$ cat src/rtl/nde_pkg.sv
// ----------------------------------------------------------------------------
// nde_pkg
// Shared constants, types and arithmetic helpers of the edge detector.
// ----------------------------------------------------------------------------
package nde_pkg;

    localparam int LINE_WIDTH   = 640;
    localparam int FRAME_ROWS   = 480;
    localparam int MAX_DISTANCE = 4;
    localparam int STORE_ROWS   = 2 * MAX_DISTANCE;
    localparam int COL_W        = $clog2(LINE_WIDTH);
    localparam int ROW_W        = $clog2(FRAME_ROWS);
    localparam int SROW_W       = $clog2(STORE_ROWS);
    localparam int PROW_W       = (MAX_DISTANCE > 1) ? $clog2(MAX_DISTANCE) : 1;
    localparam int DIST_W       = 3;
    localparam int QUOT_W       = 21;

    localparam logic [2:0] REG_THRESHOLD = 3'd0;
    localparam logic [2:0] REG_DIVISOR   = 3'd1;
    localparam logic [2:0] REG_DISTANCE  = 3'd2;
    localparam logic [2:0] REG_MOTION    = 3'd3;
    localparam logic [2:0] REG_RENDER    = 3'd4;

    localparam logic [1:0] MODE_MONO     = 2'd0;
    localparam logic [1:0] MODE_COLOUR   = 2'd1;
    localparam logic [1:0] MODE_CARTOON  = 2'd2;
    localparam logic [1:0] MODE_REVERSED = 2'd3;

    typedef logic [23:0] rgb_t;

    typedef struct packed {
        logic            frame_start;
        rgb_t            pix;
        rgb_t            prev;
    } pixel_t;

    typedef struct packed {
        logic [ROW_W-1:0] center_row;
        logic [COL_W-1:0] center_col;
        logic [7:0]       out_red;
        logic [7:0]       out_green;
        logic [7:0]       out_blue;
        logic             edge_found;
    } result_t;

    typedef enum logic [1:0] {
        ST_IDLE,
        ST_READ,
        ST_CALC,
        ST_DIV
    } seq_state_t;

    function automatic logic [7:0] chan(input rgb_t p, input int k);
        return p[23-8*k -: 8];
    endfunction

endpackage

$ cat src/rtl/nde_divider.sv
// ----------------------------------------------------------------------------
// nde_divider
// Restoring divider for the three colour channels, one quotient bit a cycle.
// ----------------------------------------------------------------------------
module nde_divider
    import nde_pkg::*;
(
    input  logic                     clk,
    input  logic                     rst_n,
    input  logic                     start,
    input  logic [3*QUOT_W-1:0]      dividend,
    input  logic [7:0]               divisor,
    output logic                     done,
    output logic [3*QUOT_W-1:0]      quotient
);

    localparam int CNT_W = $clog2(QUOT_W + 1);

    logic [3*QUOT_W-1:0] quot_reg, quot_next;
    logic [3*8-1:0]      rem_reg, rem_next;
    logic [CNT_W-1:0]    cnt_reg, cnt_next;
    logic                busy_reg, busy_next;
    logic                done_reg, done_next;

    always_comb
    begin
        logic [8:0] trial;
        trial     = '0;
        quot_next = quot_reg;
        rem_next  = rem_reg;
        cnt_next  = cnt_reg;
        busy_next = busy_reg;
        done_next = 1'b0;
        if (start)
        begin
            quot_next = dividend;
            rem_next  = '0;
            cnt_next  = CNT_W'(QUOT_W);
            busy_next = 1'b1;
        end
        else if (busy_reg)
        begin
            for (int k = 0; k < 3; k++)
            begin
                trial = {rem_reg[8*k +: 8], quot_reg[QUOT_W*k + QUOT_W-1]};
                if (trial >= {1'b0, divisor})
                begin
                    rem_next[8*k +: 8] = 8'(trial - {1'b0, divisor});
                    quot_next[QUOT_W*k +: QUOT_W] =
                        {quot_reg[QUOT_W*k +: QUOT_W-1], 1'b1};
                end
                else
                begin
                    rem_next[8*k +: 8] = trial[7:0];
                    quot_next[QUOT_W*k +: QUOT_W] =
                        {quot_reg[QUOT_W*k +: QUOT_W-1], 1'b0};
                end
            end
            cnt_next = cnt_reg - 1'b1;
            if (cnt_reg == CNT_W'(1))
            begin
                busy_next = 1'b0;
                done_next = 1'b1;
            end
        end
    end

    always_ff @(posedge clk or negedge rst_n)
    begin
        if (!rst_n)
        begin
            busy_reg <= 1'b0;
            done_reg <= 1'b0;
            cnt_reg  <= '0;
        end
        else
        begin
            busy_reg <= busy_next;
            done_reg <= done_next;
            cnt_reg  <= cnt_next;
        end
    end

    always_ff @(posedge clk)
    begin
        quot_reg <= quot_next;
        rem_reg  <= rem_next;
    end

    assign done     = done_reg;
    assign quotient = quot_reg;

endmodule

$ cat config.mk
export PLATFORM = sky130hd
export DESIGN_NAME = nde_divider
export DESIGN_NICKNAME = d
export VERILOG_FILES = /design/src/rtl/nde_pkg.sv /design/src/rtl/nde_divider.sv
export SDC_FILE = /design/constraint.sdc
export NUM_CORES = 1
export LEC_CHECK = 0
export BUFFER_PORTS_ARGS = -buffer_cell sky130_fd_sc_hd__buf_2
export CAP_MARGIN = 30
export CORE_ASPECT_RATIO = 1.2
export CORE_MARGIN = 3
export CORE_UTILIZATION = 50
export DETAILED_ROUTE_END_ITERATION = 6
export PLACE_DENSITY = 0.77
export SETUP_SLACK_MARGIN = 0.02
export SLEW_MARGIN = 10
export SYNTH_ARGS = -nofsm -noshare
export SYNTH_HDL_FRONTEND = slang
export SYNTH_SLANG_ARGS = --single-unit
$ cat constraint.sdc
create_clock -name clk -period 3.05 [get_ports clk]
set_clock_uncertainty 0.05 [all_clocks]
set_input_delay 0.61 -clock clk [delete_from_list [all_inputs] [get_ports clk]]
set_output_delay 0.61 -clock clk [all_outputs]
set_load 0.05 [all_outputs]
==> results of run 1 <==
==> logic make-up after synthesis <==
group                      after synthesis
muxes                                   77
and+or+nand+nor                         91
AOI/OAI and AO/OA                       84
adders and majority gates               29
DFF                                     94
xor gates and xnor gates                12
buffers and inverters                   37
==> path summary, 6_finish.rpt <==
path                                             to  slack, ns                      from  cells after the start
min in group clk           rem_reg[22]$_SDFFE_PP0P_       0.43  rem_reg[22]$_SDFFE_PP0P_                      2
hold reg to reg            rem_reg[22]$_SDFFE_PP0P_       0.43  rem_reg[22]$_SDFFE_PP0P_                      2
setup / recovery            rem_reg[4]$_SDFFE_PP0P_       0.78                divisor[1]                     10
setup reg to reg            rem_reg[4]$_SDFFE_PP0P_       0.88    quotient[20]$_DFFE_PP_                      9
hold / removal               cnt_reg[2]$_DFFE_PN0P_       0.04                     rst_n                      1
max in group asynchronous    cnt_reg[3]$_DFFE_PN0P_       2.75                     rst_n                      1
==> through the flow <==
stage | setup slack, ns | util (%) | hold WS, ns | cell area [um2] | total power (W)
6_report | 0.7838 | 64.01 | 0.04180 | 6216 | 0.005055
3_5_place_dp | 0.4592 | 60.96 | 0.4035 | 5919 | 0.003923
2_1_floorplan | 0.5480 | - | 0.2644 | 5057 | 0.003450
3_3_place_gp | 0.4707 | 60.96 | 0.3986 | 5919 | 0.003863
4_1_cts | 0.8115 | 64.01 | 0.03798 | 6216 | 0.005067
5_1_grt | 0.6355 | 64.01 | 0.04640 | 6216 | 0.005346
==> cells in the final DEF (no fill, tap or decap), drive strengths merged, types with 3 or more instances in the layout <==
cell	instances
a211oi	11
a21o	4
a21oi	14
a22o	4
a31oi	3
buf	146
clkbuf	9
dfrtp	7
dfxtp	24
edfxtp	63
fa	3
ha	26
inv	22
mux2	63
mux2i	14
nand2	22
nand2b	9
nand3	3
nor2	24
nor2b	10
nor3	10
o21a	7
o21ai	22
o31ai	3
or2	3
xnor2	8
xor2	4
==> critical path, stage by stage <==
cell	delay, ns
buf_2	0.17
inv_1	0.11
ha_1	0.31
nand2_1	0.05
o21ai_0	0.17
a21boi_0	0.12
o21ai_1	0.26
buf_4	0.26
mux2i_1	0.26
a211oi_1	0.10
==> report_power, final <==
| group | total (W) | switching [W] | leakage, nW | internal [W] |
|---|---|---|---|---|
| clock | 0.00114 | 0.000498 | 0.140 | 0.000637 |
| sequential | 0.00182 | 0.000179 | 0.947 | 0.00164 |
| combinational | 0.00210 | 0.00126 | 1.60 | 0.000839 |
==> Yosys cell counts (11+ instances only) <==
cell type,instances
edfxtp_1,63
mux2_2,63
ha_1,26
dfxtp_1,24
nor2_1,24
nand2_1,22
inv_1,20
o21ai_0,20
a21oi_1,14
mux2i_1,14
clkbuf_1,12
a211oi_1,11
==> layer usage <==
metal	GRT usage, %	up-vias	routed length (um)
li1	-	1865	-
met1	26.25	1801	5086
met2	36.35	127	5832
met3	5.795	41	821
met4	12.74	2	484
met5	0	-	7
==> layout make-up <==
type / count / area (um2) / share of cell area (%)
flip-flops and latches: 94 / 2547 / 40.98
multi-input cells: 293 / 2362 / 38.00
repair buffers: 146 / 780.7 / 12.56
clock buffers: 9 / 225.2 / 3.623
well taps: 123 / 153.9 / 2.476
inverters: 20 / 75.07 / 1.208
clock inverters: 7 / 71.32 / 1.147
==> flow_summary_export.csv, run 1 <==
group,metric,value,unit
status,status,"complete, no violations",
final_layout,fillers,769,
grt,grt_start_max_net_pins,56,
floorplan,rows,39,
cts,clk_pin_slew,0.07,ns
final_layout,fin_nets,667,
cts,cts_root_buf,"clkbuf_16",
yosys,synthAdderAreaFrac,7.620,%
place,hpwl,9074,um
yosys,synth_area_per_cell,11.93,um2
yosys,synthXorXnorAreaFrac,2.078,%
yosys,synth-simple-area-share,8.931,%
floorplan,die-area,0.01136,mm2
sta,hold_viol_final,0,
setup_path,endpoint_kind,"register",
floorplan,core_area,0.009711,mm2
final_layout,areaGrowthSynthToFinish,22.91,%
floorplan,die_w,97.81,um
cts,cts_sinks,94,
cts,cts_made_buffers,9,
yosys,synth_mux_area_share,16.80,%
final_layout,largest_reg_flops,63,
setup_path,crit_type,"input pin to register",
final_layout,antenna_cells,0,
grt,grt_pass1_vias,4108,
setup_path,path_max_fanout,9,
cts,tritoncts,"yes",
sta,rsz0062_at_grt,"false",
cts,ctsResizeCount,0,
cts,clock_path_buffers,2,
min_path,hold_path.class,"input pin to asynchronous set/reset pin",
final_layout,fin_cells,692,
yosys,synth_cell_types,52,
sta,slew_headroom,66.66,%
run,cap_violations,0,
sta,worstMarginPinSlew,0.5001,ns
setup_path,start_kind,"input pin",
cts,cts_max_level,3,
yosys,yosysWarningCount,0,
cts,cts_setup_buffers,0,
sta,period_share,74.30,%
yosys,synth_top_area_cell,"edfxtp_1",
yosys,syn_inst,424,
floorplan,start_util,52.08,%
floorplan,fp.dieH,116.2,um
yosys,synth.net_count,527,
grt,overflow,0,
grt,antenna_found_initial,1,
final_layout,drive_gt1_share,40.60,%
grt,grt.total_usage,22.01,%
cts,cts-hold-fix-buffers,0,
floorplan,io-pin-count,138,
yosys,synth_seq_cells,94,
yosys,synth-seq-area-share,50.37,%
setup_path,critPathArrivalTime,2.44,ns
yosys,synth_top_family_by_area,"multiplexers",
place,io_buffers,137,
power_and_ir_drop,ir_worst_vdd,0.0004664,V
detailed_routing,viasPerCell,5.543,
sta,setup_tns,0,ns
yosys,synthArstFlopShare,7.447,%
detailed_routing,drt-pass1-iter-count,4,
setup_path,cp_data_required_time,3.22,ns
sta,finalSetupViolCount,0,
sta,min_period,2.266,ns
grt,grt_pass1_wl,19740,um
detailed_routing,ant_nets,0,
power_and_ir_drop,power.density,813.2,mW/mm2
sta,fmax,0.4413,GHz
yosys,synth_area,0.005057,mm2
yosys,synth-compound-area-share,11.28,%
sta,slew_viol_final,0,
yosys,synth_ff_type,"edfxtp_1",
place,dp_cells,676,
yosys,synth_enable_flop_cells,63,
detailed_routing,vias,3836,
power_and_ir_drop,p_leak,2.687,nW
place,routabilityCongestion,0.8547,
cts,worstSkewPairLatency,0.34,ns
yosys,synth_area_leaders,"edfxtp_1, mux2_2, dfxtp_1",
detailed_routing,route.detailed.drc,0,
yosys,synth_top_area_share,37.41,%
detailed_routing,drt-wirelength-per-cell,17.67,um
detailed_routing,wirelength,12230,um
detailed_routing,drt_iter0_markers,212,
(Power assumes the default switching activity.)
==> run 2: changes to the inputs <==
==> constraint.sdc (replaced) <==
create_clock -name clk -period 2.35 [get_ports clk]
set_clock_uncertainty 0.05 [all_clocks]
set_input_delay 0.47 -clock clk [delete_from_list [all_inputs] [get_ports clk]]
set_output_delay 0.47 -clock clk [all_outputs]
set_load 0.05 [all_outputs]
==> flow_summary_export.csv, run 2 (same netlist as run 1, synthesis figures left out) <==
group,metric,value,unit
floorplan,die_w,97.81,um
detailed_routing,ant_nets,0,
final_layout,antenna_cells,0,
power_and_ir_drop,p_leak,2.725,nW
cts,clk_pin_slew,0.07,ns
final_layout,final_util,64.80,%
final_layout,drive_gt1_share,41.35,%
place,hpwl,8688,um
detailed_routing,drt-pass1-iter-count,5,
sta,fmax,0.4596,GHz
setup_path,reg2reg_from,"quotient[62]$_DFFE_PP_",
sta,rsz0062_at_grt,"false",
setup_path,start_kind,"register",
place,routabilityCongestion,0.8939,
place,io_buffers,137,
cts,tritoncts,"yes",
cts,cts_root_buf,"clkbuf_16",
final_layout,layout_common_cells,"buf_2, mux2_2, edfxtp_1",
cts,worstSkewPairLatency,0.34,ns
cts,clock_path_buffers,2,
setup_path,worstSetupStartpoint,"quotient[62]$_DFFE_PP_",
place,dp_cells,684,
sta,period_share,92.59,%
final_layout,stdcell_area,0.006292,mm2
grt,grt_start_max_net_pins,80,
floorplan,die-area,0.01136,mm2
grt,grt_pass1_wl,19360,um
detailed_routing,drt_iter0_markers,203,
sta,setup_tns,0,ns
grt,grt.total_usage,21.49,%
sta,slew_headroom,64.92,%
sta,slew_viol_final,0,
place,place_area,0.005983,mm2
final_layout,fin_nets,676,
min_path,min_from,"start",
floorplan,core_area,0.009711,mm2
cts,cts_made_buffers,9,
cts,cts_sinks,94,
grt,grt_pass1_vias,3947,
setup_path,cp_data_required_time,2.58,ns
final_layout,final_common_cell,"buf_2",
power_and_ir_drop,ir_worst_vdd,0.0005137,V
setup_path,critPathArrivalTime,2.40,ns
detailed_routing,wirelength,11890,um
floorplan,start_util,52.08,%
sta,finalSetupViolCount,0,
sta,worstMarginPinSlew,0.5262,ns
status,status,"complete, no violations",
detailed_routing,drt-wirelength-per-cell,16.96,um
grt,overflow,0,
sta,hold_viol_final,0,
grt,antenna_found_initial,0,
cts,cts_max_level,3,
power_and_ir_drop,power.density,1067,mW/mm2
detailed_routing,route.detailed.drc,0,
final_layout,fin_cells,701,
cts,ctsResizeCount,0,
final_layout,largest_reg_flops,63,
floorplan,fp.dieH,116.2,um
floorplan,rows,39,
run,cap_violations,0,
cts,cts_setup_buffers,0,
floorplan,io-pin-count,138,
sta,min_period,2.176,ns
setup_path,endpoint_kind,"register",
final_layout,areaGrowthSynthToFinish,24.42,%
sta,hold_slack,0.3215,ns
detailed_routing,vias,3827,
setup_path,path_max_fanout,3,
min_path,hold_path.class,"input pin to register",
setup_path,crit_type,"register to register",
detailed_routing,viasPerCell,5.459,
## run 2: cell types whose count changed in the layout (fill, tap and decap cells not counted)
cell | previous run | this run
dlygate4sd3_1 | 0 | 1
buf_4 | 8 | 16
clkinv_1 | 1 | 0
clkinv_2 | 1 | 0
inv_2 | 1 | 0
inv_6 | 2 | 1
clkinvlp_4 | 2 | 4
clkbuf_1 | 0 | 1
clkinv_4 | 0 | 1
## run 2: path summary, 6_finish.rpt
path                            slack, ns  cells after the start                  endpoint
worst min register to register       0.43                      2  rem_reg[22]$_SDFFE_PP0P_
worst min-delay path                 0.32                      2  rem_reg[20]$_SDFFE_PP0P_
min in group asynchronous            0.44                      2        busy_reg$_DFF_PN0_
max in group asynchronous            1.65                      2    cnt_reg[1]$_DFFE_PN0P_
worst max-delay path                 0.17                      9  rem_reg[22]$_SDFFE_PP0P_
worst max register to register       0.17                      9  rem_reg[22]$_SDFFE_PP0P_
## run 2: timing repair
item | in CTS | in global routing
endpoints found under the setup margin | 0 | 0
hold buffers | 1 | 0
hold endpoints to repair | 7 | 0
## run 2: area by class of cell
| cell class | count | area, um2 |
|---|---|---|
| clock buffers | 10 | 229.0 |
| repair buffers | 155 | 850.8 |
| inverters | 20 | 78.83 |
| multi-input cells | 293 | 2362 |
| flip-flops and latches | 94 | 2547 |
| clock inverters | 6 | 70.07 |
| fillers | 762 | 3418 |
| well taps | 123 | 153.9 |
## run 2: per-stage QoR
stage | power (W) | setup WS [ns]
floorplan | 0.004478 | 0.07317
finish | 0.006714 | 0.1741
global placement | 0.005169 | 0.02763
CTS | 0.006742 | 0.1628
global route | 0.007143 | 0.03496
detailed placement | 0.005240 | 0.02332
## run 2: where the power goes
group          switching, W  internal, W
registers          0.000232      0.00213
clock network      0.000659     0.000832
logic               0.00164      0.00122
total               0.00253      0.00418
## run 2: routing by layer
metal	share of wire, %	global-route usage [%]	up-vias
met5	0	0	-
met1	40	25.98	1786
met4	1.8	7.664	0
met3	8.5	6.750	20
met2	50	36.58	139
li1	-	-	1882
## run 2: critical path: stages, from the launching register on
cell,delay (ns)
edfxtp_1,0.43
inv_1,0.10
ha_1,0.20
fa_1,0.22
nor2b_1,0.07
o311a_1,0.32
o21a_1,0.19
o21a_1,0.16
o31a_1,0.26
o21ai_1,0.10
